--- src/rtl/csh_pkg.sv ---
package csh_pkg;

    localparam int unsigned StateWords  = 24;
    localparam int unsigned RateWords   = 15;
    localparam int unsigned DigestWords = 8;
    localparam int unsigned WordW       = 64;
    localparam int unsigned VbitsW      = 7;
    localparam int unsigned DefRounds   = 18;
    localparam int unsigned InvOffset   = 9;
    localparam logic [63:0] RcLo        = 64'h1319_8A2E_0370_7344;
    localparam logic [63:0] RcHi        = 64'h243F_6A88_85A3_08D3;
    localparam logic [63:0] Lane16      = 64'h0001_0001_0001_0001;

    typedef logic [63:0] t_word;
    typedef t_word [StateWords-1:0] t_state;

    typedef enum logic [2:0] {
        ST_IDLE,
        ST_PAD,
        ST_PERM,
        ST_FINAL,
        ST_OUT
    } t_fsm;

    typedef struct packed {
        logic absorb;
        logic pad;
        logic perm_start;
        logic perm_step;
        logic perm_end;
        logic clear;
    } t_cmd;

    function automatic t_word ror16(t_word x, int unsigned n);
        t_word r;
        for (int l = 0; l < 4; l++) begin
            r[l*16 +: 16] = (x[l*16 +: 16] >> n) | (x[l*16 +: 16] << ((16 - n) % 16));
        end
        return r;
    endfunction

    function automatic t_state mand_rx(t_state s, int unsigned lrow, int unsigned rrow,
                                       int unsigned a, int unsigned b, int unsigned g);
        t_state o;
        t_word x;
        o = s;
        for (int i = 0; i < 3; i++) begin
            for (int k = 0; k < 4; k++) begin
                x = s[(lrow + i) * 4 + k];
                o[(rrow + i) * 4 + k] = s[(rrow + i) * 4 + k]
                    ^ ror16(x, g) ^ (ror16(x, b) & ror16(x, a));
            end
        end
        return o;
    endfunction

    function automatic logic [127:0] rot_lane(logic [127:0] w, int unsigned nb);
        return (w >> (nb * 8)) | (w << ((128 - nb * 8) % 128));
    endfunction

    function automatic t_state shift_rows(t_state s, int unsigned lrow, int unsigned rrow);
        t_state o;
        int unsigned shl_lo [3];
        int unsigned shl_hi [3];
        int unsigned shr_lo [3];
        int unsigned shr_hi [3];
        shl_lo = '{0, 4, 8};
        shl_hi = '{2, 6, 10};
        shr_lo = '{0, 12, 8};
        shr_hi = '{14, 10, 6};
        o = s;
        for (int i = 0; i < 3; i++) begin
            {o[(lrow+i)*4+1], o[(lrow+i)*4]} =
                rot_lane({s[(lrow+i)*4+1], s[(lrow+i)*4]}, shl_lo[i]);
            {o[(lrow+i)*4+3], o[(lrow+i)*4+2]} =
                rot_lane({s[(lrow+i)*4+3], s[(lrow+i)*4+2]}, shl_hi[i]);
            {o[(rrow+i)*4+1], o[(rrow+i)*4]} =
                rot_lane({s[(rrow+i)*4+1], s[(rrow+i)*4]}, shr_lo[i]);
            {o[(rrow+i)*4+3], o[(rrow+i)*4+2]} =
                rot_lane({s[(rrow+i)*4+3], s[(rrow+i)*4+2]}, shr_hi[i]);
        end
        return o;
    endfunction

    function automatic t_state mix_rows(t_state s);
        t_state o;
        logic [31:0] e [4];
        for (int l = 0; l < 12; l++) begin
            e[0] = s[2*l][31:0];
            e[1] = s[2*l][63:32];
            e[2] = s[2*l+1][31:0];
            e[3] = s[2*l+1][63:32];
            o[2*l]   = {e[1] ^ e[2] ^ e[0], e[0] ^ e[1] ^ e[3]};
            o[2*l+1] = {e[3] ^ e[0] ^ e[2], e[2] ^ e[3] ^ e[1]};
        end
        return o;
    endfunction

    function automatic t_state swap_rows(t_state s);
        t_state o;
        o = s;
        for (int r = 3; r < 6; r++) begin
            o[r*4]   = s[r*4+2];
            o[r*4+1] = s[r*4+3];
            o[r*4+2] = s[r*4];
            o[r*4+3] = s[r*4+1];
        end
        return o;
    endfunction

    function automatic t_state cross_mix(t_state s);
        t_state o;
        for (int r = 0; r < 6; r++) begin
            for (int k = 0; k < 4; k++) begin
                o[r*4+k] = s[r*4+k] ^ s[((r+1)%6)*4+k] ^ s[((r+4)%6)*4+k];
            end
        end
        return o;
    endfunction

    function automatic t_state mix_columns(t_state s);
        t_state o;
        for (int k = 0; k < 4; k++) begin
            o[k]    = s[4+k] ^ s[8+k];
            o[4+k]  = s[k] ^ s[8+k];
            o[8+k]  = s[k] ^ s[4+k] ^ s[8+k];
            o[12+k] = s[12+k] ^ s[20+k];
            o[16+k] = s[16+k] ^ s[20+k];
            o[20+k] = s[12+k] ^ s[16+k] ^ s[20+k];
        end
        return o;
    endfunction

    function automatic t_state add_constant(t_state s, logic [15:0] rn);
        t_state o;
        t_word x;
        x = {rn, rn, rn, rn};
        o = s;
        o[0] = s[0] ^ RcLo ^ x;
        o[1] = s[1] ^ RcHi ^ x;
        return o;
    endfunction

    function automatic t_state fwd_round(t_state s, logic [15:0] rn);
        t_state t;
        t = swap_rows(cross_mix(s));
        t = mand_rx(t, 0, 3, 0, 1, 8);
        t = mand_rx(t, 3, 0, 14, 5, 0);
        t = mand_rx(t, 0, 3, 9, 12, 8);
        t = mand_rx(t, 3, 0, 14, 5, 0);
        t = mand_rx(t, 0, 3, 0, 1, 8);
        t = mand_rx(t, 3, 0, 8, 9, 0);
        t = mix_columns(swap_rows(cross_mix(t)));
        t = mix_rows(shift_rows(t, 0, 3));
        return add_constant(t, rn);
    endfunction

    function automatic t_state inv_round(t_state s, logic [15:0] rn);
        t_state t;
        t_state u;
        t = mix_rows(add_constant(s, rn));
        t = cross_mix(swap_rows(mix_columns(shift_rows(t, 3, 0))));
        t = mand_rx(t, 3, 0, 8, 9, 0);
        t = mand_rx(t, 0, 3, 0, 1, 8);
        t = mand_rx(t, 3, 0, 14, 5, 0);
        t = mand_rx(t, 0, 3, 9, 12, 8);
        t = mand_rx(t, 3, 0, 14, 5, 0);
        t = mand_rx(t, 0, 3, 0, 1, 8);
        for (int j = 0; j < 12; j++) begin
            u[j]      = t[j+12];
            u[j+12]   = t[j];
        end
        return cross_mix(swap_rows(u));
    endfunction

endpackage

--- src/rtl/csh_ctrl.sv ---
module csh_ctrl
    import csh_pkg::*;
#(
    parameter int unsigned ROUNDS = DefRounds
) (
    input  logic        i_clk,
    input  logic        i_rst_n,
    input  logic        i_in_valid,
    input  logic        i_last_word,
    input  logic        i_block_full,
    input  logic        i_out_ready,
    output logic        o_in_ready,
    output logic        o_out_valid,
    output logic        o_out_last,
    output t_cmd        o_cmd,
    output logic [3:0]  o_pos,
    output logic [$clog2(ROUNDS/2+1)-1:0] o_round,
    output logic [2:0]  o_out_idx
);
    localparam int unsigned Half = ROUNDS / 2;
    localparam int unsigned RW = $clog2(Half + 1);

    t_fsm r_st, n_st;
    logic [3:0] r_pos, n_pos;
    logic [RW-1:0] r_rnd, n_rnd;
    logic [2:0] r_idx, n_idx;
    logic r_fin, n_fin;     // the permutation is the final one of a message
    logic r_pad, n_pad;     // padding still to be applied after this permutation
    logic w_acc;

    assign w_acc = i_in_valid && o_in_ready;

    always_comb begin
        n_st = r_st;
        n_pos = r_pos;
        n_rnd = r_rnd;
        n_idx = r_idx;
        n_fin = r_fin;
        n_pad = r_pad;
        case (r_st)
            ST_IDLE: begin
                if (w_acc) begin
                    n_rnd = '0;
                    if (i_last_word) begin
                        if (i_block_full && r_pos == 4'(RateWords - 1)) begin
                            n_pos = '0;
                            n_pad = 1'b1;
                            n_fin = 1'b0;
                            n_st = ST_PERM;
                        end else begin
                            if (i_block_full) begin
                                n_pos = r_pos + 4'd1;
                            end
                            n_st = ST_PAD;
                        end
                    end else if (r_pos == 4'(RateWords - 1)) begin
                        n_pos = '0;
                        n_pad = 1'b0;
                        n_fin = 1'b0;
                        n_st = ST_PERM;
                    end else begin
                        n_pos = r_pos + 4'd1;
                    end
                end
            end
            ST_PAD: begin
                n_fin = 1'b1;
                n_pad = 1'b0;
                n_rnd = '0;
                n_st = ST_PERM;
            end
            ST_PERM: begin
                n_rnd = r_rnd + RW'(1);
                if (r_rnd == RW'(Half)) begin
                    n_st = ST_FINAL;
                end
            end
            ST_FINAL: begin
                n_idx = '0;
                if (r_fin) begin
                    n_st = ST_OUT;
                end else if (r_pad) begin
                    n_st = ST_PAD;
                end else begin
                    n_st = ST_IDLE;
                end
            end
            ST_OUT: begin
                if (i_out_ready) begin
                    n_idx = r_idx + 3'd1;
                    if (r_idx == 3'(DigestWords - 1)) begin
                        n_pos = '0;
                        n_st = ST_IDLE;
                    end
                end
            end
            default: n_st = ST_IDLE;
        endcase
    end

    // Round count 0 loads the inverse copy; counts 1..Half run the rounds.
    always_comb begin
        o_cmd = '0;
        o_in_ready = 1'b0;
        o_out_valid = 1'b0;
        case (r_st)
            ST_IDLE: begin
                o_in_ready = 1'b1;
                o_cmd.absorb = i_in_valid;
            end
            ST_PAD: o_cmd.pad = 1'b1;
            ST_PERM: begin
                o_cmd.perm_start = (r_rnd == '0);
                o_cmd.perm_step = (r_rnd != '0);
            end
            ST_FINAL: o_cmd.perm_end = 1'b1;
            ST_OUT: begin
                o_out_valid = 1'b1;
                o_cmd.clear = i_out_ready && r_idx == 3'(DigestWords - 1);
            end
            default: o_cmd = '0;
        endcase
    end

    assign o_pos = r_pos;
    assign o_round = r_rnd - RW'(1);
    assign o_out_idx = r_idx;
    assign o_out_last = (r_idx == 3'(DigestWords - 1));

    always_ff @(posedge i_clk) begin
        if (!i_rst_n) begin
            r_st <= ST_IDLE;
            r_pos <= '0;
            r_rnd <= '0;
            r_idx <= '0;
            r_fin <= 1'b0;
            r_pad <= 1'b0;
        end else begin
            r_st <= n_st;
            r_pos <= n_pos;
            r_rnd <= n_rnd;
            r_idx <= n_idx;
            r_fin <= n_fin;
            r_pad <= n_pad;
        end
    end

`ifndef SYNTHESIS
    a_pos_range: assert property (@(posedge i_clk) disable iff (!i_rst_n)
        r_pos < 4'(RateWords)) else $error("word position out of range");
    a_no_accept_busy: assert property (@(posedge i_clk) disable iff (!i_rst_n)
        r_st != ST_IDLE |-> !o_in_ready) else $error("ready while busy");
    a_out_done: assert property (@(posedge i_clk) disable iff (!i_rst_n)
        (r_st == ST_OUT && i_out_ready && o_out_last) |=> r_st == ST_IDLE && r_pos == '0)
        else $error("digest end did not return to idle");
`endif
endmodule
--- config.mk ---
export PLATFORM = sky130hd
export DESIGN_NAME = csh_ctrl
export DESIGN_NICKNAME = d
export VERILOG_FILES = /design/src/rtl/csh_pkg.sv /design/src/rtl/csh_ctrl.sv
export SDC_FILE = /design/constraint.sdc
export NUM_CORES = 1
export LEC_CHECK = 0
export BUFFER_PORTS_ARGS = -buffer_cell sky130_fd_sc_hd__clkbuf_2
export CAP_MARGIN = 20
export CORE_UTILIZATION = 45
export DETAILED_ROUTE_END_ITERATION = 12
export PLACE_DENSITY_LB_ADDON = 0.2
export SLEW_MARGIN = 40
export SYNTH_ARGS = -nofsm -noshare
export SYNTH_HDL_FRONTEND = slang
export SYNTH_SLANG_ARGS = --single-unit
export TNS_END_PERCENT = 30
--- constraint.sdc ---
create_clock -name i_clk -period 2.5 [get_ports i_clk]
set_clock_uncertainty 0.2 [all_clocks]
set_input_delay 0.375 -clock i_clk [delete_from_list [all_inputs] [get_ports i_clk]]
set_output_delay 0.375 -clock i_clk [all_outputs]
set_load 0.02 [all_outputs]
==> qor.txt <==
Post-DR vias/cell: 5.53
List of most frequent post-synthesis cells: 16 x dfxtp_1, 15 x nand2_1, 10 x a21oi_1
Hold Vio Cnt, Final: 0
CTS tree: built
Final TNS setup: 0 ps
Data arrival time of the worst path: 1710 ps
Die area: 0.00247 mm²
Path type of the worst setup path: reg2out
Grt ovf: 0
Endpoints failing setup: 0
Post-synth ARST share: 0%
Vias post-DR: 973
Worst-path clk slew: 90 ps
Most area-consuming cells after synthesis: dfxtp_1 31%, ha_1 8.6%, nand2_1 5.5%, a21oi_1 4.9%, inv_1 3.3%
Kind of end point of the critical path: output pin
Post-Place Cell Area: 0.00113 mm²
Number of antenna violations at the first check in global routing: 0
Cell variety after synth: 38
Switching part of the total power: 38.1%
YS warnings: 0
Achievable clock frequency: 438 MHz
Worst setup slack after layout: 217 ps
DR pass1 iterations: 4
Slew Limit Headroom: 65.6%
Synthesized cell area: 0.00102 mm²
Flop pwr share: 45.4%
Number of global-route vias before repair: 860
Number of clock buffers inserted by TritonCTS: 3
Critical-path cell list: nor3b_2 > and3_1 > clkbuf_2
Root Buffer Master: clkbuf_4
VDD IR max: 0.386 mV
Number of buffer cells added on primary ports: 25
Die Span X: 49.7 µm
Filler-free cell count of the finished design: 176
Core footprint: 0.00204 mm²
Logic pwr share: 35.5%
Cells after synthesis: 129
Residual antenna-violating net count after detailed routing: 0
Crit share post-route: 91.3%
Largest stage delay, worst path: 650 ps
Leak Pwr: 0.513 nW
Post-CTS repair timing setup buffer count: 0
Area leader, netlist: dfxtp_1
Placed insts: 173
Syn_area_per_cell: 7.93 µm²
Share of the synthesized area in the top cell type: 31.3%
Slew @ Worst Pin: 515 ps
Placer Congestion: 0.805
Setup repair after global routing missed its margin: no
Run status: complete, no violations
Core utilization of the finished layout: 56.5%
Placement Setup Slack: 552 ps
Area added between synthesis and finish: 12.7%
Average wire per standard cell: 12.0 µm
Clock net sink count: 16
FF+latch count, synth: 16
Critical path launch point type: register
Share of synthesized area occupied by flip-flops and latches: 31.3%
First-iteration detailed-routing DRC count: 15
Max stage delay cell, worst path: dfxtp_1
Dominant register cell in the synthesized netlist: dfxtp_1
Number of hold buffers added after CTS: 0
Total power divided by cell area: 590 mW/mm²
Most common cell in the synthesized netlist: dfxtp_1
Number of cells upsized or downsized after cts: 0
Min Clock Period, post-route: 2280 ps
GRT Util Overall: 18.9%
Delay-heaviest family, CP: flip-flops
Design Power: 0.681 mW
Number of buffers and inverters on the critical path: 1
Antenna diodes: 0
Maximum fanout encountered on the critical timing path: 18
DR DRC count: 0
Clock group share of total power: 19.1%
Worst-Skew Late Latency: 280 ps
IO Count: 26
Net count after synthesis: 142
Number of pins exceeding their max-slew limit in the final report: 0
Wire length reported by the detailed router: 2.12 mm
Clock H-tree levels: 1
Effective utilization at floorplan: 50.1%
Summed area of non-filler cells in the final layout: 0.00115 mm²
Total half-perimeter wirelength after legalization and detailed placement: 1.67 mm
Post-layout nets: 164
Wire length of the first global-routing pass: 3.65 mm
Net switching power: 0.259 mW
Max-cap violation count: 0
Min Hold Slack: 160 ps
Pin count of the biggest net entering global routing: 19
Number of cell rows: 16
Cell-internal power: 0.422 mW
Share of final-layout standard cells stronger than drive strength 1: 22.8%
Die outline height: 49.7 µm
Maximum count of clock buffers along a single path: 2
Required time of the critical path: 1920 ps
Path type of the worst min-delay path: in2reg
Count of flip-flops with a built-in enable after synthesis: 0
sequential cells by signal, indices dropped and copies added, names as in the netlist:
signal and flops:
o_out_idx 3, o_pos 4, r_fin 1, r_pad 1
r_rnd 4, r_st 3
worst paths after layout:
| path | start | endpoint | slack [ps] | depth (start not counted) |
|---|---|---|---|---|
| max | r_st[2] | o_cmd[0] | 220 | 3 |
| min | i_block_full | r_pad | 160 | 3 |
| max reg2reg | o_out_idx[0] | r_st[1] | 600 | 6 |
| min reg2reg | r_pad | r_pad | 260 | 2 |
cell families (layout without fill, tap and decap cells):
logic type / count (synthesis) / in the layout / synth area share [%]
compound gates: 26 / 26 / 16.3
xor+xnor: 5 / 5 / 4.28
fa+ha+maj: 7 / 7 / 8.56
buf+inv: 17 / 37 / 8.31
flops: 16 / 16 / 31.3
simple gates: 58 / 58 / 31.3
per-layer routing:
| layer | vias up | part of all wire [%] | track usage, % |
|---|---|---|---|
| met5 | - | 0 | 0 |
| met4 | 0 | 1.6 | 6.19 |
| met3 | 4 | 4.4 | 3.70 |
| met2 | 25 | 45 | 29.3 |
| met1 | 449 | 49 | 26.1 |
| li1 | 495 | - | - |
worst min-delay path: stages:
cell	delay, ps
clkbuf_2	100
nand4_1	70
a21oi_1	60
final cells by class:
class                      instances  area (µm²)
timing repair buffer              25         125
tap                               27        33.8
inverter                           9        33.8
sequential                        16         320
fill                             216         888
clock buffer                       3        22.5
multi-input combinational         96         618
layout by cell type (no fill, tap or decap), drive strengths merged, types with 2 or more instances in the layout:
master	n
o22ai	3
nand2b	2
nand3	5
and3	3
nor2b	2
and2	2
nand2	15
a21oi	10
xnor2	3
and3b	3
a31oi	2
xor2	2
nor2	9
ha	7
o21ai	4
nand4	4
clkbuf	28
nor4	3
inv	9
nor3	5
dfxtp	16
power groups by stage:
stage                     clock, mW  combinational (mW)  sequential (mW)
final                         0.130               0.241            0.309
after global routing          0.150               0.269            0.314
after CTS                     0.134               0.244            0.308
after global placement            0               0.240            0.314
after floorplan                   0               0.198            0.301
after detailed placement          0               0.243            0.314
No activity file was read; power rests on OpenSTA's default activity.
